`src/rtl/jld_pkg.sv`:
```
// Shared types, constants and a helper function for the jump landing detector.
`timescale 1ns / 1ps

package jld_pkg;

    // Configuration register map.
    localparam int CFG_IDX_BITS  = 1;
    localparam int CFG_DATA_BITS = 16;
    localparam int THRESHOLD_BITS = 8;
    localparam int HOLD_BITS      = 16;

    localparam logic [CFG_IDX_BITS-1:0] CFG_FORCE_THRESHOLD = 1'd0;
    localparam logic [CFG_IDX_BITS-1:0] CFG_HOLD_MS         = 1'd1;

    localparam logic [THRESHOLD_BITS-1:0] THRESHOLD_RESET = 8'd20;
    localparam logic [HOLD_BITS-1:0]      HOLD_RESET      = 16'd1000;

    // Phase codes as they appear on the result channel.
    localparam int PHASE_BITS = 3;
    localparam logic [PHASE_BITS-1:0] CODE_GROUND     = 3'd0;
    localparam logic [PHASE_BITS-1:0] CODE_MAYBE_JUMP = 3'd1;
    localparam logic [PHASE_BITS-1:0] CODE_AIR        = 3'd2;
    localparam logic [PHASE_BITS-1:0] CODE_MAYBE_LAND = 3'd3;
    localparam logic [PHASE_BITS-1:0] CODE_HOLD       = 3'd4;

    // Internal one-hot phase encoding.
    typedef enum logic [4:0] {
        PH_GROUND     = 5'b00001,
        PH_MAYBE_JUMP = 5'b00010,
        PH_AIR        = 5'b00100,
        PH_MAYBE_LAND = 5'b01000,
        PH_HOLD       = 5'b10000
    } phase_t;

    typedef struct packed {
        logic [THRESHOLD_BITS-1:0] force_threshold;
        logic [HOLD_BITS-1:0]      hold_ms;
    } cfg_t;

    function automatic logic [PHASE_BITS-1:0] phase_code(input phase_t ph);
        logic [PHASE_BITS-1:0] code;
        unique case (ph)
            PH_GROUND:     code = CODE_GROUND;
            PH_MAYBE_JUMP: code = CODE_MAYBE_JUMP;
            PH_AIR:        code = CODE_AIR;
            PH_MAYBE_LAND: code = CODE_MAYBE_LAND;
            PH_HOLD:       code = CODE_HOLD;
            default:       code = CODE_GROUND;
        endcase
        return code;
    endfunction

endpackage

```
`src/rtl/jld_if.sv`:
```
// Valid/ready channel interfaces for samples and detector results.
`timescale 1ns / 1ps

interface jld_sample_if #(
    parameter int SAMPLE_BITS = 8,
    parameter int TIME_BITS   = 32
);
    logic                   valid;
    logic                   ready;
    logic [SAMPLE_BITS-1:0] force_sample;
    logic [TIME_BITS-1:0]   now_ms;

    modport source (output valid, output force_sample, output now_ms, input ready);
    modport sink   (input valid, input force_sample, input now_ms, output ready);
endinterface

interface jld_result_if #(
    parameter int SAMPLE_BITS = 8,
    parameter int TIME_BITS   = 32
);
    logic                   valid;
    logic                   ready;
    logic [2:0]             phase;
    logic                   jumped;
    logic                   landed;
    logic [TIME_BITS-1:0]   air_time_ms;
    logic [SAMPLE_BITS-1:0] peak_jump_force;
    logic [SAMPLE_BITS-1:0] peak_land_force;

    modport source (
        output valid, output phase, output jumped, output landed,
        output air_time_ms, output peak_jump_force, output peak_land_force,
        input ready
    );
    modport sink (
        input valid, input phase, input jumped, input landed,
        input air_time_ms, input peak_jump_force, input peak_land_force,
        output ready
    );
endinterface

```
`src/rtl/jld_cfg.sv`:
```
// Configuration register file for the threshold and hold window.
`timescale 1ns / 1ps

module jld_cfg
    import jld_pkg::*;
(
    input  logic                     clk,
    input  logic                     rst_n,
    input  logic                     cfg_we,
    input  logic [CFG_IDX_BITS-1:0]  cfg_index,
    input  logic [CFG_DATA_BITS-1:0] cfg_wdata,
    output cfg_t                     cfg
);

    cfg_t cfg_reg;
    cfg_t cfg_next;

    always_comb
    begin
        cfg_next = cfg_reg;
        if (cfg_we)
        begin
            unique case (cfg_index)
                CFG_FORCE_THRESHOLD: cfg_next.force_threshold = cfg_wdata[THRESHOLD_BITS-1:0];
                CFG_HOLD_MS:         cfg_next.hold_ms = cfg_wdata[HOLD_BITS-1:0];
                default:             cfg_next = cfg_reg;
            endcase
        end
    end

    always_ff @(posedge clk or negedge rst_n)
    begin
        if (!rst_n)
        begin
            cfg_reg.force_threshold <= THRESHOLD_RESET;
            cfg_reg.hold_ms         <= HOLD_RESET;
        end
        else
        begin
            cfg_reg <= cfg_next;
        end
    end

    assign cfg = cfg_reg;

endmodule

```
`src/rtl/jld_core.sv`:
```
// Detector phase machine and state registers, updated once per accepted sample.
`timescale 1ns / 1ps

module jld_core
    import jld_pkg::*;
#(
    parameter int SAMPLE_BITS = 8,
    parameter int TIME_BITS   = 32
)
(
    input  logic                   clk,
    input  logic                   rst_n,
    input  cfg_t                   cfg,
    input  logic                   step_en,
    input  logic [SAMPLE_BITS-1:0] force_sample,
    input  logic [TIME_BITS-1:0]   now_ms,
    output logic [PHASE_BITS-1:0]  phase,
    output logic                   jumped,
    output logic                   landed,
    output logic [TIME_BITS-1:0]   air_time_ms,
    output logic [SAMPLE_BITS-1:0] peak_jump_force,
    output logic [SAMPLE_BITS-1:0] peak_land_force
);

    // Compare width covers both the sample and the fixed 8-bit threshold.
    localparam int CMP_BITS = (SAMPLE_BITS > THRESHOLD_BITS) ? SAMPLE_BITS : THRESHOLD_BITS;

    phase_t                 phase_reg,     phase_next;
    logic [TIME_BITS-1:0]   takeoff_reg,   takeoff_next;
    logic [TIME_BITS-1:0]   landing_reg,   landing_next;
    logic [TIME_BITS-1:0]   air_time_reg,  air_time_next;
    logic [SAMPLE_BITS-1:0] jump_peak_reg, jump_peak_next;
    logic [SAMPLE_BITS-1:0] land_peak_reg, land_peak_next;
    logic                   jumped_reg,    jumped_next;
    logic                   landed_reg,    landed_next;

    logic [CMP_BITS-1:0]  sample_ext;
    logic [CMP_BITS-1:0]  threshold_ext;
    logic                 below;
    logic                 above;
    logic [TIME_BITS-1:0] since_landing;
    logic                 in_hold_window;

    assign sample_ext     = CMP_BITS'(force_sample);
    assign threshold_ext  = CMP_BITS'(cfg.force_threshold);
    assign below          = sample_ext < threshold_ext;
    assign above          = sample_ext > threshold_ext;
    assign since_landing  = now_ms - landing_reg;
    assign in_hold_window = since_landing < TIME_BITS'(cfg.hold_ms);

    always_comb
    begin
        phase_next     = phase_reg;
        takeoff_next   = takeoff_reg;
        landing_next   = landing_reg;
        air_time_next  = air_time_reg;
        jump_peak_next = jump_peak_reg;
        land_peak_next = land_peak_reg;
        jumped_next    = jumped_reg;
        landed_next    = landed_reg;

        unique case (phase_reg)
            PH_GROUND:
            begin
                if (force_sample > jump_peak_reg)
                    jump_peak_next = force_sample;
                if (below)
                    phase_next = PH_MAYBE_JUMP;
            end
            PH_MAYBE_JUMP:
            begin
                if (force_sample > jump_peak_reg)
                    jump_peak_next = force_sample;
                if (below)
                begin
                    phase_next   = PH_AIR;
                    takeoff_next = now_ms;
                    jumped_next  = 1'b1;
                end
                else
                begin
                    phase_next = PH_GROUND;
                end
            end
            PH_AIR:
            begin
                if (above)
                    phase_next = PH_MAYBE_LAND;
            end
            PH_MAYBE_LAND:
            begin
                if (above)
                begin
                    phase_next    = PH_HOLD;
                    air_time_next = now_ms - takeoff_reg;
                    landing_next  = now_ms;
                    landed_next   = 1'b1;
                    if (force_sample > land_peak_reg)
                        land_peak_next = force_sample;
                end
                else
                begin
                    phase_next = PH_AIR;
                end
            end
            PH_HOLD:
            begin
                if (in_hold_window)
                begin
                    if (force_sample > land_peak_reg)
                        land_peak_next = force_sample;
                end
                else
                begin
                    phase_next = PH_GROUND;
                end
            end
            default:
            begin
                phase_next = PH_GROUND;
            end
        endcase
    end

    always_ff @(posedge clk or negedge rst_n)
    begin
        if (!rst_n)
        begin
            phase_reg     <= PH_GROUND;
            takeoff_reg   <= '0;
            landing_reg   <= '0;
            air_time_reg  <= '0;
            jump_peak_reg <= '0;
            land_peak_reg <= '0;
            jumped_reg    <= 1'b0;
            landed_reg    <= 1'b0;
        end
        else if (step_en)
        begin
            phase_reg     <= phase_next;
            takeoff_reg   <= takeoff_next;
            landing_reg   <= landing_next;
            air_time_reg  <= air_time_next;
            jump_peak_reg <= jump_peak_next;
            land_peak_reg <= land_peak_next;
            jumped_reg    <= jumped_next;
            landed_reg    <= landed_next;
        end
    end

    assign phase           = phase_code(phase_reg);
    assign jumped          = jumped_reg;
    assign landed          = landed_reg;
    assign air_time_ms     = air_time_reg;
    assign peak_jump_force = jump_peak_reg;
    assign peak_land_force = land_peak_reg;

endmodule

```
`src/rtl/jump_landing_detector.sv`:
```
// Top level of the jump landing detector: input register, detector core, result handshake.
`timescale 1ns / 1ps

// The block watches a stream of force samples, each item carrying a sample and a
// free-running millisecond timestamp, and reports one result item per sample: the
// detector phase, the sticky jumped and landed flags, the last air time and the
// take-off and landing force peaks.
// Each accepted sample is first captured in an input register. When the result
// slot can take it, the phase machine evaluates it (a few compares and two
// subtractions) and writes the detector state, which itself serves as the result
// register, together with the result valid flag. One item is taken every cycle as
// long as the receiver takes results, so the sustained rate is one item per cycle.
// When the receiver stalls, the result holds and one more sample may wait in the
// input register; the sample channel then drops ready until the result is taken.
// The force threshold and hold window are written through cfg_we, cfg_index and
// cfg_wdata, one register per write; the user must write them only while no item
// is in flight, which the block does not enforce. Reset clears all detector state
// to the ground phase with zero peaks, times and flags, loads the threshold with 20
// and the hold window with 1000 ms, and empties the input register and result slot.
module jump_landing_detector
    import jld_pkg::*;
#(
    parameter int SAMPLE_BITS = 8,
    parameter int TIME_BITS   = 32
)
(
    input  logic                     clk,
    input  logic                     rst_n,
    input  logic                     cfg_we,
    input  logic [CFG_IDX_BITS-1:0]  cfg_index,
    input  logic [CFG_DATA_BITS-1:0] cfg_wdata,
    jld_sample_if.sink               sample_in,
    jld_result_if.source             result_out
);

    cfg_t cfg;

    // Input register stage.
    logic                   in_valid_reg, in_valid_next;
    logic [SAMPLE_BITS-1:0] in_sample_reg;
    logic [TIME_BITS-1:0]   in_now_reg;

    // Result slot occupancy; the payload lives in the core state registers.
    logic out_valid_reg, out_valid_next;

    logic step_en;
    logic in_accept;

    jld_cfg u_cfg (
        .clk       (clk),
        .rst_n     (rst_n),
        .cfg_we    (cfg_we),
        .cfg_index (cfg_index),
        .cfg_wdata (cfg_wdata),
        .cfg       (cfg)
    );

    // The held sample advances into the state only when the result slot is free
    // or is being emptied in the same cycle.
    assign step_en   = in_valid_reg && (!out_valid_reg || result_out.ready);
    assign sample_in.ready = !in_valid_reg || step_en;
    assign in_accept = sample_in.valid && sample_in.ready;

    always_comb
    begin
        in_valid_next  = in_accept || (in_valid_reg && !step_en);
        out_valid_next = step_en || (out_valid_reg && !result_out.ready);
    end

    always_ff @(posedge clk or negedge rst_n)
    begin
        if (!rst_n)
        begin
            in_valid_reg  <= 1'b0;
            out_valid_reg <= 1'b0;
        end
        else
        begin
            in_valid_reg  <= in_valid_next;
            out_valid_reg <= out_valid_next;
        end
    end

    always_ff @(posedge clk)
    begin
        if (in_accept)
        begin
            in_sample_reg <= sample_in.force_sample;
            in_now_reg    <= sample_in.now_ms;
        end
    end

    jld_core #(
        .SAMPLE_BITS (SAMPLE_BITS),
        .TIME_BITS   (TIME_BITS)
    ) u_core (
        .clk             (clk),
        .rst_n           (rst_n),
        .cfg             (cfg),
        .step_en         (step_en),
        .force_sample    (in_sample_reg),
        .now_ms          (in_now_reg),
        .phase           (result_out.phase),
        .jumped          (result_out.jumped),
        .landed          (result_out.landed),
        .air_time_ms     (result_out.air_time_ms),
        .peak_jump_force (result_out.peak_jump_force),
        .peak_land_force (result_out.peak_land_force)
    );

    assign result_out.valid = out_valid_reg;

    // The jumped flag never clears once set.
    a_jumped_sticky: assert property (@(posedge clk) disable iff (!rst_n)
        result_out.jumped |=> result_out.jumped)
        else $error("jumped flag cleared");

    // A landing can only be confirmed after a take-off.
    a_landed_after_jump: assert property (@(posedge clk) disable iff (!rst_n)
        result_out.landed |-> result_out.jumped)
        else $error("landed set without jumped");

    // A held sample that cannot advance is kept, not dropped.
    a_in_held: assert property (@(posedge clk) disable iff (!rst_n)
        (in_valid_reg && !step_en) |=> in_valid_reg)
        else $error("waiting sample lost");

    // An evaluated sample always produces a visible result in the next cycle.
    a_step_gives_result: assert property (@(posedge clk) disable iff (!rst_n)
        step_en |=> result_out.valid)
        else $error("result missing after step");

endmodule
```
`src/flat_wrapper.sv`:
```
// flat-port wrapper written by rule: the top's interface ports become plain ports
module jump_landing_detector_flat import jld_pkg::*;
#(
    parameter int SAMPLE_BITS = 8,
    parameter int TIME_BITS   = 32
)
  (clk, rst_n, cfg_we, cfg_index, cfg_wdata, sample_in_valid, sample_in_force_sample, sample_in_now_ms, sample_in_ready, result_out_valid, result_out_phase, result_out_jumped, result_out_landed, result_out_air_time_ms, result_out_peak_jump_force, result_out_peak_land_force, result_out_ready);
  jld_sample_if #(.SAMPLE_BITS(SAMPLE_BITS), .TIME_BITS(TIME_BITS)) sample_in_i ();
  jld_result_if #(.SAMPLE_BITS(SAMPLE_BITS), .TIME_BITS(TIME_BITS)) result_out_i ();
  input  logic clk;
  input  logic rst_n;
  input  logic cfg_we;
  input  logic [CFG_IDX_BITS-1:0] cfg_index;
  input  logic [CFG_DATA_BITS-1:0] cfg_wdata;
  input wire logic [$bits(sample_in_i.valid)-1:0] sample_in_valid;
  input wire logic [$bits(sample_in_i.force_sample)-1:0] sample_in_force_sample;
  input wire logic [$bits(sample_in_i.now_ms)-1:0] sample_in_now_ms;
  output wire logic [$bits(sample_in_i.ready)-1:0] sample_in_ready;
  output wire logic [$bits(result_out_i.valid)-1:0] result_out_valid;
  output wire logic [$bits(result_out_i.phase)-1:0] result_out_phase;
  output wire logic [$bits(result_out_i.jumped)-1:0] result_out_jumped;
  output wire logic [$bits(result_out_i.landed)-1:0] result_out_landed;
  output wire logic [$bits(result_out_i.air_time_ms)-1:0] result_out_air_time_ms;
  output wire logic [$bits(result_out_i.peak_jump_force)-1:0] result_out_peak_jump_force;
  output wire logic [$bits(result_out_i.peak_land_force)-1:0] result_out_peak_land_force;
  input wire logic [$bits(result_out_i.ready)-1:0] result_out_ready;
  assign sample_in_i.valid = sample_in_valid;
  assign sample_in_i.force_sample = sample_in_force_sample;
  assign sample_in_i.now_ms = sample_in_now_ms;
  assign sample_in_ready = sample_in_i.ready;
  assign result_out_valid = result_out_i.valid;
  assign result_out_phase = result_out_i.phase;
  assign result_out_jumped = result_out_i.jumped;
  assign result_out_landed = result_out_i.landed;
  assign result_out_air_time_ms = result_out_i.air_time_ms;
  assign result_out_peak_jump_force = result_out_i.peak_jump_force;
  assign result_out_peak_land_force = result_out_i.peak_land_force;
  assign result_out_i.ready = result_out_ready;
  jump_landing_detector #(.SAMPLE_BITS(SAMPLE_BITS), .TIME_BITS(TIME_BITS)) u_core (.clk(clk), .rst_n(rst_n), .cfg_we(cfg_we), .cfg_index(cfg_index), .cfg_wdata(cfg_wdata), .sample_in(sample_in_i), .result_out(result_out_i));
endmodule
```
`config.mk`:
```
export PLATFORM = sky130hd
export DESIGN_NAME = jump_landing_detector_flat
export DESIGN_NICKNAME = d
export VERILOG_FILES = /design/src/rtl/jld_pkg.sv /design/src/rtl/jld_if.sv /design/src/rtl/jld_cfg.sv /design/src/rtl/jld_core.sv /design/src/rtl/jump_landing_detector.sv /design/src/flat_wrapper.sv
export SDC_FILE = /design/constraint.sdc
export NUM_CORES = 1
export LEC_CHECK = 0
export ABC_CLOCK_PERIOD_IN_PS = 4200
export BUFFER_PORTS_ARGS = -buffer_cell sky130_fd_sc_hd__buf_2
export CORE_ASPECT_RATIO = 0.6
export CORE_MARGIN = 3
export CORE_UTILIZATION = 54
export DETAILED_ROUTE_END_ITERATION = 10
export GPL_TIMING_DRIVEN = 0
export MAX_ROUTING_LAYER = met4
export PLACE_DENSITY = 0.73
export SLEW_MARGIN = 20
export SYNTH_ARGS = -nofsm -noshare
export SYNTH_HDL_FRONTEND = slang
export SYNTH_SLANG_ARGS = --single-unit
```
`constraint.sdc`:
```
create_clock -name clk -period 4.2 [get_ports clk]
set_input_delay 0.21 -clock clk [delete_from_list [all_inputs] [get_ports clk]]
set_output_delay 0.21 -clock clk [all_outputs]
set_load 0.05 [all_outputs]
```
Word level (Yosys, flattened, before mapping):

Index checks and enable logic that the tools add are counted.

* multipliers: 0
* muxes and demuxes: 11
* reductions and logical operators: 21
* bitwise logic cells: 1
* equal/unequal tests: 10
* add/subtract/negate cells: 2
* magnitude comparators: 5
* shift operators: 0
* divide/modulo/power cells: 0

Operators with widths (number)
* $sub A32 B32 Y32: 2
* $lt A32 B16 Y1: 1
* $pmux W5 S5: 1
* $gt A8 B8 Y1: 3
* $mux W8: 3
* $mux W5: 4
* $pmux W8 S2: 1
* $pmux W3 S4: 1
* $ne A2 B2 Y1 const B: 5
* $reduce_and A3 Y1: 3
* $lt A8 B8 Y1: 1
* $reduce_and A4 Y1: 2
* $eq A5 B1 Y1 const B: 1
* $eq A5 B2 Y1 const B: 1
* $eq A5 B3 Y1 const B: 1
* $eq A5 B4 Y1 const B: 1
* $eq A5 B5 Y1 const B: 1
* $logic_and A1 B1 Y1: 4
* $logic_not A1 Y1: 4
* $logic_or A1 B1 Y1: 4
* $reduce_and A2 Y1: 2
* $mux W3: 1
* $reduce_bool A2 Y1: 1
* $reduce_or A2 Y1: 1
* $not A1 Y1: 1

* logic and storage cells: 64
* memory bits (writable): 0
* flip-flop bits (word level): 185
* memories kept: 0
* bits of input ports: 62
* bits in latches: 0
* output and inout bits: 55
* ROM bits: 0

Longest topological paths before layout:

Gate-level depths: netlist of the first run.

* depth in word-level cells: 6
* mapped depth: 21
* depth with buffers taken out: 20

Modules after synthesis:

Synthesis of the first run repeated with hierarchy kept, for this count alone.

* cell total of the unflattened synthesis: 1186
* area total of the unflattened synthesis: 11542.3 sq um

Modules (own cells, without submodules)
* jld_core: seq. area each 2979.1 sq um, cells each 1086, instances 1, area an instance 9328.9 sq um
* jump_landing_detector: seq. area each 1251.2 sq um, cells each 48, instances 1, area an instance 1305.0 sq um
* jld_cfg: seq. area each 610.6 sq um, cells each 52, instances 1, area an instance 908.4 sq um

Least setup slack after synthesis of the first run:

Ideal clock, no wire load.

* kind: reg2reg
* from: register u_core.u_core.landing_reg[0]
* to: register u_core.u_core.land_peak_reg[1], in the netlist u_core.u_core.peak_land_force[1]
* cell stages (with the launch flop): 20
* setup time: 0.131 ns
* data required time: 4.069 ns
* path buffers: 1
* slack: -0.158 ns
* arrival: 4.227 ns
* period minus slack after synthesis: 4.358 ns
* cells stage by stage: dfrtp_1 -> ha_1 -> fa_1 -> nand2b_1 -> a211oi_1 -> o211ai_1 -> and2_1 -> xnor2_1 -> ha_1 -> a21o_1 -> a21o_1 -> a21oi_1 -> o21ai_0 -> a21oi_1 -> o221ai_1 -> or4_4 -> nor4_4 -> buf_6 -> nor2_1 -> or3_1

* word-level cells in the longest chain between the ends: 4

RTL lines
* start, declared: line jld_core.sv:30 `logic [TIME_BITS-1:0] landing_reg, landing_next;`
* start signal, assigned: line jld_core.sv:142 `landing_reg <= landing_next;`
* $sub A32 B32 Y32: line jld_core.sv:48 `assign since_landing = now_ms - landing_reg;`
* $lt A32 B16 Y1: line jld_core.sv:49 `assign in_hold_window = since_landing < TIME_BITS'(cfg.hold_ms);`
* $ne A2 B2 Y1 (no source line)
* $reduce_and A4 Y1 (no source line)
* end signal, assigned: line jld_core.sv:145 `land_peak_reg <= land_peak_next;`
* end, declared: line jld_core.sv:33 `logic [SAMPLE_BITS-1:0] land_peak_reg, land_peak_next;`

No other way between the ends.
A chain may end at the register's enable or synchronous reset.

Worst setup path after layout of the first run:

* from: register u_core.u_core.landing_reg[0]
* to: register u_core.u_core.land_peak_reg[2], in the netlist u_core.u_core.peak_land_force[2]

Same word-level chain as after synthesis.

==> impl_results.md, run 1 <==
- Status: complete, but fails checks
- Failing checks: setup timing
- Setup Slack @ Placement: -669 ps
- Logic gate share of total power: 0.508
- Gr usage total: 0.262
- Initial core utilization: 0.564
- Max stage delay on crit path: 500 ps
- Uppermost layer routed: met4
- Buffer cell driving the clock tree root: sky130_fd_sc_hd__clkbuf_16
- Max transition margin: 0.425
- Clock latency of the later-clocked register in the worst-skew pair: 450 ps
- Die height: 119 um
- Via count: 9548
- Critical Path AT: 4910 ps
- Warnings, synthesis: 0
- Drt via density: 5.78
- Number of antenna cells inserted: 0
- Top-area cell type share of the netlist area: 0.295
- Detailed-placement wirelength estimate: 20900 um
- Actual slew at the worst max-slew pin: 861 ps
- Sequential Power Share: 0.301
- Cell type of the slowest stage on the worst timing path: sky130_fd_sc_hd__or4_4
- First-pass GRT wire length: 47900 um
- Count of state elements after synthesis: 185
- Mean post-synth cell area: 9.98 um^2
- Synthesized net count: 1322
- Final clock skew: 12.8 ps
- Most frequently used flop master after synthesis: sky130_fd_sc_hd__dfrtp_1
- Area growth from synthesis to final layout: 20.8%
- Total length of routed wires: 29200 um
- Seq/Total Area, Yosys: 0.419
- Worst voltage drop across the vdd grid: 0.000464 V
- Distinct cell type count after synthesis: 74
- Cells traversed along the worst timing path: ha_4 > fa_2 > nand2b_4 > a211oi_4 > o211ai_1 > and2_4 > xnor2_1 > ha_2 > a21o_1 > a21o_1 > a21oi_1 > o21ai_2 > a21oi_2 > o221ai_2 > or4_4 > nor4_4 > buf_4 > nor2_1 > or3_1
- Number of enable flip-flop cells after synthesis: 40
- Proportion of register bits with asynchronous set or reset after synthesis: 0.784
- CTS tree: yes
- Largest area contributor in the netlist: sky130_fd_sc_hd__dfrtp_1
- Final count of hold timing violations: 0
- Shortest clock period the worst path allows after layout: 4590 ps
- Total CTS buffers: 17
- Final count of negative-setup-slack endpoints: 11
- Fraction of final layout cells with drive strength greater than 1: 0.235
- Remaining design rule violation count: 0
- Timing-limited maximum frequency: 218 MHz
- Startpoint Class: flip-flop
- Maximum fanout along the worst path: 5
- Total congestion overflow after global routing: 0
- Number of fill cells in the layout: 1603
- Number of antenna violations at the first check in global routing: 0
- Routed len/inst: 17.7 um
- Leak Pwr: 6.39 nW
- H-Tree Depth: 4
- Clock Sinks: 185
- Number of design-rule violations left by the first detailed-router iteration: 745
- Site row count: 40
- Total number of nets in the final design: 1532
- Number of detailed-route iterations in the first pass: 5
- Post-route met1 wirelength: 14600 um
- Maximum number of pins on one net before global-route repair: 93
- Synthesized instance count: 1157
- Area of the core: 20500 um^2
- DRT antenna net count: 0
- Post-synthesis cell area: 11500 um^2
- Switch share: 0.427
- Sum of internal, switching and leakage power: 0.00845 W
- Most common cell type on the critical path: sky130_fd_sc_hd__a21o_1
- Setup TNS: -3700 ps
- Vias in the first global route: 9402
- Metal2 WL: 12900 um
- Net Switching: 0.00361 W
- Clk slew on worst S/H paths: 70 ps
- Worst hold path class: in2reg
- Die Outline Area: 23200 um^2
- Boundary Pins: 117
- Longest Clk Path Bufs: 2
- Setup slack of the critical path after layout: -392 ps
- Horizontal die dimension: 195 um
- Data required time of the critical path: 4520 ps
- Category of cells accounting for the largest share of critical-path delay: simple AND/OR/NAND/NOR gates
- Crit Path Category: reg2reg
- Crit. End Element: flip-flop
- Max Cap Viol: 0
- Worst hold slack across all endpoints: 21.5 ps
- CP bufs+invs: 1
- Final slew viol count: 0
- Synth top area cells: sky130_fd_sc_hd__dfrtp_1, sky130_fd_sc_hd__ha_1, sky130_fd_sc_hd__edfxtp_1
- Power density over cell area: 606 nW/um^2
- Power share of the clock group: 0.191
- Met3 wire len: 1530 um
- Total internal power: 0.00484 W
- Ratio of final minimum period to clock period: 1.09
- Input/output buffers: 116
- Unrepaired setup endpoints after global routing: yes
- Routability congestion estimate: 0.924
## worst register-to-register path, cell delays in order, from the launching register on
cell	delay, ps
sky130_fd_sc_hd__dfrtp_1	410
sky130_fd_sc_hd__ha_4	180
sky130_fd_sc_hd__fa_2	340
sky130_fd_sc_hd__nand2b_4	160
sky130_fd_sc_hd__a211oi_4	310
sky130_fd_sc_hd__o211ai_1	200
sky130_fd_sc_hd__and2_4	220
sky130_fd_sc_hd__xnor2_1	120
sky130_fd_sc_hd__ha_2	170
sky130_fd_sc_hd__a21o_1	170
sky130_fd_sc_hd__a21o_1	170
sky130_fd_sc_hd__a21oi_1	170
sky130_fd_sc_hd__o21ai_2	80
sky130_fd_sc_hd__a21oi_2	150
sky130_fd_sc_hd__o221ai_2	120
sky130_fd_sc_hd__or4_4	500
sky130_fd_sc_hd__nor4_4	370
sky130_fd_sc_hd__buf_4	220
sky130_fd_sc_hd__nor2_1	60
sky130_fd_sc_hd__or3_1	350
## metrics by stage
step / util / area [um^2] / cells
2_1_floorplan: - / 11600 / 1157
3_3_place_gp: 0.610 / 12500 / 1546
3_5_place_dp: 0.613 / 12600 / 1548
4_1_cts: 0.676 / 13800 / 1643
5_1_grt: 0.682 / 14000 / 1653
6_report: 0.682 / 14000 / 1653
## cell families after synthesis
family                   Yosys count  synth area share
adder cells (fa/ha/maj)          103             0.113
multiplexers                      88            0.0857
AO/OA/AOI/OAI                    282             0.160
flip-flops                       185             0.419
buffers and inverters            150            0.0515
XOR/XNOR                          49            0.0372
AND/OR/NAND/NOR                  300             0.134
## cell usage after synthesis (all sizes together) (9+ instances only)
cell type and number:
xnor2 26, a21o 34, and3 9, a211oi 15, clkbuf 33, a21oi 66
edfxtp 40, xor2 23, a31oi 11, nor2b 12, mux2 87, nand2 101
nand3b 9, inv 111, o21ai 84, dfrtp 136, nor3 18, nand3 19
or3 12, nor2 56, nand2b 16, nand4 14, o21a 14, dfstp 9
and4 12, ha 101
## layer usage
layer  global-route usage  up-vias
li1                     -     4579
met1                0.376     4683
met2                0.396      266
met3               0.0450       20
met4               0.0530        0
met5                    -        -
## path summary, 6_finish.rpt
kind                                                           start                                           end  slack (ps)  cells after the start
min                                                     cfg_wdata[6]               u_core.u_cfg.cfg[6]$_DFFE_PN1P_          20                      2
max                         u_core.u_core.landing_reg[0]$_DFFE_PN0P_  u_core.u_core.peak_land_force[2]$_DFFE_PN0P_        -390                     19
min in group asynchronous                                      rst_n      u_core.u_core.air_time_ms[3]$_DFFE_PN0P_         260                      2
min reg2reg                u_core.u_core.air_time_ms[16]$_DFFE_PN0P_     u_core.u_core.air_time_ms[16]$_DFFE_PN0P_         470                      2
max reg2reg                 u_core.u_core.landing_reg[0]$_DFFE_PN0P_  u_core.u_core.peak_land_force[2]$_DFFE_PN0P_        -390                     19
max in group asynchronous                                      rst_n     u_core.u_core.landing_reg[27]$_DFFE_PN0P_        3140                      3
## cell usage in the layout, fill, tap and decap left out, types with 33 or more instances in the layout
cell,instances
sky130_fd_sc_hd__buf_2,116
sky130_fd_sc_hd__dlygate4sd3_1,52
sky130_fd_sc_hd__a21oi_1,62
sky130_fd_sc_hd__ha_1,94
sky130_fd_sc_hd__dfrtp_1,136
sky130_fd_sc_hd__edfxtp_1,40
sky130_fd_sc_hd__clkbuf_1,35
sky130_fd_sc_hd__nand2_1,100
sky130_fd_sc_hd__mux2_2,86
sky130_fd_sc_hd__inv_1,109
sky130_fd_sc_hd__a21o_1,33
sky130_fd_sc_hd__o21ai_0,78
sky130_fd_sc_hd__nor2_1,53
## repair_timing
action                                  4_1_cts  5_1_grt
pin swaps                                    20       18
gates cloned                                  1        0
gates resized for setup                      21       14
hold buffers                                 52        0
endpoints found under the hold margin        96        0
setup buffers                                10       10
endpoints found under the setup margin       11       14
## power groups by stage
stage	clock network (W)	registers (W)	logic [W]
6_report	0.00161	0.00254	0.00430
5_1_grt	0.00171	0.00260	0.00472
4_1_cts	0.00164	0.00254	0.00417
3_5_place_dp	0	0.00257	0.00399
3_3_place_gp	0	0.00255	0.00390
2_1_floorplan	0	0.00310	0.00254
## layout make-up
cell class,instances,area [um^2],share of cell area
clock buffer,20,447,0.0320
timing repair buffer,191,1330,0.0951
inverter,111,417,0.0299
buffer,39,178,0.0127
tap,273,342,0.0245
multi-input combinational,822,6280,0.450
clock inverter,12,126,0.00906
sequential,185,4840,0.347
Note: power is estimated with default switching activity, not from simulation.
==> run 2: changes to the inputs <==
--- a/config.mk
+++ b/config.mk
@@ -5,15 +5,15 @@
 export SDC_FILE = /design/constraint.sdc
 export NUM_CORES = 1
 export LEC_CHECK = 0
-export ABC_CLOCK_PERIOD_IN_PS = 4200
+export ABC_CLOCK_PERIOD_IN_PS = 4900
 export BUFFER_PORTS_ARGS = -buffer_cell sky130_fd_sc_hd__buf_2
 export CORE_ASPECT_RATIO = 0.6
 export CORE_MARGIN = 3
-export CORE_UTILIZATION = 54
+export CORE_UTILIZATION = 55
 export DETAILED_ROUTE_END_ITERATION = 10
 export GPL_TIMING_DRIVEN = 0
 export MAX_ROUTING_LAYER = met4
-export PLACE_DENSITY = 0.73
+export PLACE_DENSITY = 0.71
 export SLEW_MARGIN = 20
 export SYNTH_ARGS = -nofsm -noshare
 export SYNTH_HDL_FRONTEND = slang
==> constraint.sdc (replaced) <==
create_clock -name clk -period 4.9 [get_ports clk]
set_input_delay 0.245 -clock clk [delete_from_list [all_inputs] [get_ports clk]]
set_output_delay 0.245 -clock clk [all_outputs]
set_load 0.05 [all_outputs]
==> impl_results.md, run 2 (synthesis results as in run 1) <==
- Startpoint Class: flip-flop
- Area growth from synthesis to final layout: 17.6%
- Leak Pwr: 6.25 nW
- Number of design-rule violations left by the first detailed-router iteration: 755
- Critical Path AT: 5010 ps
- Actual slew at the worst max-slew pin: 1110 ps
- Max transition margin: 0.244
- Cells traversed along the worst timing path: inv_2 > ha_2 > fa_2 > nand2b_4 > a211oi_4 > o211ai_1 > and2_4 > xnor2_1 > ha_1 > a21o_1 > a21o_1 > a21oi_2 > o21ai_1 > a21oi_2 > o221ai_2 > or4_4 > nor4_4 > buf_4 > nor2_1 > or3_1
- Horizontal die dimension: 193 um
- First-pass GRT wire length: 45300 um
- Highest-count cells in the layout ignoring fill and taps: sky130_fd_sc_hd__dfrtp_1, sky130_fd_sc_hd__buf_2, sky130_fd_sc_hd__inv_1
- Remaining design rule violation count: 0
- Maximum fanout along the worst path: 5
- Die height: 118 um
- Input/output buffers: 116
- Most frequent standard cell in the layout excluding fill and tap cells: sky130_fd_sc_hd__dfrtp_1
- Detailed-placement wirelength estimate: 20200 um
- Total congestion overflow after global routing: 0
- Total length of routed wires: 27900 um
- Area of the core: 20300 um^2
- Number of antenna violations at the first check in global routing: 0
- Utilization of the core after routing: 0.668
- Worst voltage drop across the vdd grid: 0.000354 V
- Gr usage total: 0.256
- Shortest clock period the worst path allows after layout: 4700 ps
- Number of antenna cells inserted: 0
- Setup Slack @ Placement: -241 ps
- Crit Path Category: reg2reg
- Data required time of the critical path: 5210 ps
- DRT antenna net count: 0
- Via count: 9249
- Drt via density: 5.69
- CTS tree: yes
- Routed len/inst: 17.1 um
- Status: finished, final reports clean
- Final slew viol count: 0
- Routability congestion estimate: 0.923
- Reg-to-reg setup timing slack: 200 ps
- Site row count: 40
- Power density over cell area: 519 nW/um^2
- Max Cap Viol: 0
- Clk slew on worst S/H paths: 70 ps
- Buffer cell driving the clock tree root: sky130_fd_sc_hd__clkbuf_16
- Category of cells accounting for the largest share of critical-path delay: simple AND/OR/NAND/NOR gates
- Longest Clk Path Bufs: 2
- CP bufs+invs: 2
- Crit. End Element: flip-flop
- Timing-limited maximum frequency: 213 MHz
- Fraction of final layout cells with drive strength greater than 1: 0.216
- Number of detailed-route iterations in the first pass: 5
- Vias in the first global route: 8886
- Clock Sinks: 185
- Area of the multi-input gates: 6180 um^2
- Flip-flop and latch area: 4840 um^2
- Initial core utilization: 0.568
- Ratio of final minimum period to clock period: 0.959
- Maximum number of pins on one net before global-route repair: 77
- Worst hold path class: in2reg
- H-Tree Depth: 4
- Total number of nets in the final design: 1504
- Final count of negative-setup-slack endpoints: 0
- Cell type of the slowest stage on the worst timing path: sky130_fd_sc_hd__or4_4
- Final count of hold timing violations: 0
- Die Outline Area: 22800 um^2
- Final clock skew: 14.7 ps
- Total CTS buffers: 17
- Boundary Pins: 117
- Clock latency of the later-clocked register in the worst-skew pair: 440 ps
- Number of fill cells in the layout: 1634
- Setup slack of the critical path after layout: 199 ps
- Max stage delay on crit path: 510 ps
run 2: worst reg2reg max path, stage by stage (launching register included):
cell,delay [ps]
sky130_fd_sc_hd__edfxtp_1,360
sky130_fd_sc_hd__inv_2,60
sky130_fd_sc_hd__ha_2,180
sky130_fd_sc_hd__fa_2,350
sky130_fd_sc_hd__nand2b_4,170
sky130_fd_sc_hd__a211oi_4,290
sky130_fd_sc_hd__o211ai_1,250
sky130_fd_sc_hd__and2_4,220
sky130_fd_sc_hd__xnor2_1,130
sky130_fd_sc_hd__ha_1,190
sky130_fd_sc_hd__a21o_1,170
sky130_fd_sc_hd__a21o_1,180
sky130_fd_sc_hd__a21oi_2,130
sky130_fd_sc_hd__o21ai_1,80
sky130_fd_sc_hd__a21oi_2,160
sky130_fd_sc_hd__o221ai_2,130
sky130_fd_sc_hd__or4_4,510
sky130_fd_sc_hd__nor4_4,410
sky130_fd_sc_hd__buf_4,230
sky130_fd_sc_hd__nor2_1,50
sky130_fd_sc_hd__or3_1,340
run 2: layer usage:
metal / global-route usage / routed length (um)
met5: - / 0
met4: 0.0537 / 306
met2: 0.358 / 11500
met3: 0.0623 / 1840
met1: 0.377 / 14200
run 2: area by class of cell:
class / count / share of cell area
Multi-Input combinational cell: 822 / 0.455
Sequential cell: 185 / 0.356
Timing Repair Buffer: 163 / 0.0787
Clock buffer: 23 / 0.0337
Inverter: 111 / 0.0307
Tap cell: 273 / 0.0251
Buffer: 39 / 0.0131
Clock inverter: 9 / 0.00746
run 2: final timing paths:
check	startpoint	end	depth (start not counted)
worst min-delay path	cfg_wdata[11]	u_core.u_cfg.cfg[11]$_DFFE_PN0P_	2
worst max-delay path	u_core.in_now_reg[0]$_DFFE_PP_	u_core.u_core.peak_land_force[1]$_DFFE_PN0P_	20
max in group asynchronous	rst_n	u_core.u_core.landing_reg[26]$_DFFE_PN0P_	3
worst min register to register	u_core.u_core.landed$_DFFE_PN0P_	u_core.u_core.landed$_DFFE_PN0P_	1
worst max register to register	u_core.in_now_reg[0]$_DFFE_PP_	u_core.u_core.peak_land_force[1]$_DFFE_PN0P_	20
min in group asynchronous	rst_n	u_core.u_core.air_time_ms[3]$_DFFE_PN0P_	2
run 2: per-stage QoR:
stage	instances	hold slack, ps	TNS, ps	power [W]	cell area (um^2)
after floorplan	1157	-50.6	0	0.00483	11500
after global placement	1546	421	-1340	0.00551	12500
after detailed placement	1547	246	-2250	0.00559	12500
after CTS	1622	27.6	0	0.00699	13500
after global routing	1625	35.5	-11.5	0.00756	13600
final	1625	42.6	0	0.00704	13600
run 2: what timing repair did:
action,in CTS,in global routing
pin swaps,2,4
hold endpoints to repair,101,0
gates resized for setup,1,17
buffers inserted,1,2
endpoints found under the setup margin,11,11
hold buffers,42,0
cloned,0,1
run 2: report_power, final:
group / total, W / internal [W] / switching (W)
Combinational: 0.00353 / 0.00134 / 0.00219
Sequential: 0.00217 / 0.00196 / 0.000211
Clock: 0.00134 / 0.000762 / 0.000581
==> run 3: changes to the inputs <==
--- a/config.mk
+++ b/config.mk
@@ -5,11 +5,12 @@
 export SDC_FILE = /design/constraint.sdc
 export NUM_CORES = 1
 export LEC_CHECK = 0
-export ABC_CLOCK_PERIOD_IN_PS = 4900
+export ABC_CLOCK_PERIOD_IN_PS = 4750
 export BUFFER_PORTS_ARGS = -buffer_cell sky130_fd_sc_hd__buf_2
 export CORE_ASPECT_RATIO = 0.6
 export CORE_MARGIN = 3
 export CORE_UTILIZATION = 55
+export CTS_BUF_LIST = sky130_fd_sc_hd__clkbuf_8
 export DETAILED_ROUTE_END_ITERATION = 10
 export GPL_TIMING_DRIVEN = 0
 export MAX_ROUTING_LAYER = met4
==> constraint.sdc (replaced) <==
create_clock -name clk -period 4.75 [get_ports clk]
set_input_delay 0.2375 -clock clk [delete_from_list [all_inputs] [get_ports clk]]
set_output_delay 0.2375 -clock clk [all_outputs]
set_load 0.05 [all_outputs]
==> impl_results.md, run 3 (synthesis results as in run 1) <==
- Status: finished, final reports clean
- Boundary Pins: 117
- Vias in the first global route: 8914
- Leak Pwr: 6.28 nW
- Die Outline Area: 22800 um^2
- Max Cap Viol: 0
- Clock Sinks: 185
- Ratio of final minimum period to clock period: 0.956
- Number of fill cells in the layout: 1652
- Highest-count cells in the layout ignoring fill and taps: sky130_fd_sc_hd__dfrtp_1, sky130_fd_sc_hd__buf_2, sky130_fd_sc_hd__inv_1
- Total length of routed wires: 27800 um
- DRT antenna net count: 0
- Remaining design rule violation count: 0
- Final count of negative-setup-slack endpoints: 0
- Cell Area, Placed: 12500 um^2
- Sum of internal, switching and leakage power: 0.00693 W
- Register-to-Register Path Depth: 21
- Clock latency of the later-clocked register in the worst-skew pair: 480 ps
- Number of antenna cells inserted: 0
- Drt via density: 5.64
- Power density over cell area: 510 nW/um^2
- First-pass GRT wire length: 45700 um
- Most frequent standard cell in the layout excluding fill and tap cells: sky130_fd_sc_hd__dfrtp_1
- Gr usage total: 0.258
- Clk slew on worst S/H paths: 100 ps
- Unrepaired setup endpoints after global routing: no
- Worst hold slack across all endpoints: 54.4 ps
- Detailed-placement wirelength estimate: 20200 um
- Number of design-rule violations left by the first detailed-router iteration: 688
- Die height: 118 um
- Hold-critical path depth: 2
- Startpoint Class: flip-flop
- Area of the core: 20300 um^2
- Worst voltage drop across the vdd grid: 0.000365 V
- Fin area: 13600 um^2
- Shortest clock period the worst path allows after layout: 4540 ps
- Routed len/inst: 16.9 um
- Maximum number of pins on one net before global-route repair: 77
- Utilization of the core after routing: 0.669
- Input/output buffers: 116
- Final slew viol count: 0
- Reg-to-reg setup timing slack: 210 ps
- Via count: 9281
- H-Tree Depth: 4
- Total number of nets in the final design: 1525
- Buffer cell driving the clock tree root: sky130_fd_sc_hd__clkbuf_8
- Area growth from synthesis to final layout: 17.8%
- Actual slew at the worst max-slew pin: 1090 ps
- Setup TNS: 0 ps
- Final count of hold timing violations: 0
- Critical Path AT: 4900 ps
- Data required time of the critical path: 5110 ps
- Total congestion overflow after global routing: 0
- Start point of the worst min-delay path: cfg_wdata[8]
- Origin of the critical flop-to-flop path: u_core.in_now_reg[0]$_DFFE_PP_
- Maximum fanout along the worst path: 5
- Site row count: 40
- Number of detailed-route iterations in the first pass: 5
- Number of antenna violations at the first check in global routing: 0
- Final clock skew: 21.2 ps
- Crit path from: u_core.in_now_reg[0]$_DFFE_PP_
- Max transition margin: 0.255
- Crit. End Element: flip-flop
- Routability congestion estimate: 0.923
- Fraction of final layout cells with drive strength greater than 1: 0.218
- CTS tree: yes
- Total CTS buffers: 17
- Crit Path Category: reg2reg
- Longest Clk Path Bufs: 2
- Horizontal die dimension: 193 um
- Worst hold path class: in2reg
- Initial core utilization: 0.568
- Timing-limited maximum frequency: 220 MHz
==> run 3: cell count changes in the layout (fill, tap and decap cells not counted), sizes merged <==
cell / before / now
inv: 111 / 116
clkbuf: 56 / 51
buf: 127 / 133
dlygate4sd3: 42 / 57
==> run 3: final cells by class <==
class	count	area, um^2	area share
clock inverters	14	120	0.00883
well taps	273	342	0.0251
clock buffers	18	248	0.0182
repair buffers	184	1260	0.0929
flip-flops and latches	185	4840	0.356
inverters	111	417	0.0306
plain buffers	39	178	0.0131
multi-input cells	822	6190	0.455
==> run 3: path summary, 6_finish.rpt <==
check                                                          endpoint
setup / recovery           u_core.u_core.peak_land_force[0]$_DFFE_PN0P_
max in group asynchronous     u_core.u_core.landing_reg[27]$_DFFE_PN0P_
hold / removal                          u_core.u_cfg.cfg[8]$_DFFE_PN1P_
min in group asynchronous      u_core.u_core.air_time_ms[3]$_DFFE_PN0P_
setup reg to reg           u_core.u_core.peak_land_force[0]$_DFFE_PN0P_
hold reg to reg               u_core.u_core.air_time_ms[12]$_DFFE_PN0P_
==> run 3: through the flow <==
step | worst slack [ps] | std cells
6_report | 209 | 1646
3_5_place_dp | -391 | 1547
5_1_grt | 7.73 | 1646
4_1_cts | 7.37 | 1641
3_3_place_gp | -312 | 1546
2_1_floorplan | 392 | 1157
==> run 3: critical path: stages (launching register included) <==
cell and delay, ps:
sky130_fd_sc_hd__edfxtp_1 370, sky130_fd_sc_hd__inv_2 60, sky130_fd_sc_hd__ha_2 180, sky130_fd_sc_hd__fa_2 350, sky130_fd_sc_hd__nand2b_4 170, sky130_fd_sc_hd__a211oi_4 260
sky130_fd_sc_hd__o211ai_1 230, sky130_fd_sc_hd__and2_4 220, sky130_fd_sc_hd__xnor2_1 130, sky130_fd_sc_hd__ha_1 190, sky130_fd_sc_hd__a21o_1 170, sky130_fd_sc_hd__a21o_1 180
sky130_fd_sc_hd__a21oi_2 150, sky130_fd_sc_hd__o21ai_2 70, sky130_fd_sc_hd__a21oi_2 150, sky130_fd_sc_hd__o221ai_2 130, sky130_fd_sc_hd__or4_4 500, sky130_fd_sc_hd__nor4_4 210
sky130_fd_sc_hd__buf_4 180, sky130_fd_sc_hd__buf_4 150, sky130_fd_sc_hd__nor2_1 60, sky130_fd_sc_hd__or3_1 340
==> run 3: layer usage <==
| layer | GRT usage | part of all wire |
|---|---|---|
| met1 | 0.383 | 0.50 |
| met2 | 0.358 | 0.41 |
| met3 | 0.0652 | 0.074 |
| met4 | 0.0483 | 0.0083 |
| met5 | - | 0 |
==> run 3: power breakdown <==
group          internal [W]  switching, W  leakage (nW)
Clock              0.000468      0.000560         0.208
Sequential          0.00202      0.000216          2.24
Combinational       0.00141       0.00226          3.83
Total               0.00390       0.00304          6.28
==> run 3: what timing repair did <==
item	4_1_cts	5_1_grt
hold buffers	57	0
buffers inserted	4	5
setup endpoints to repair	11	11
cloned	1	0
pin swaps	3	3
gates resized for setup	5	16
endpoints found under the hold margin	119	0
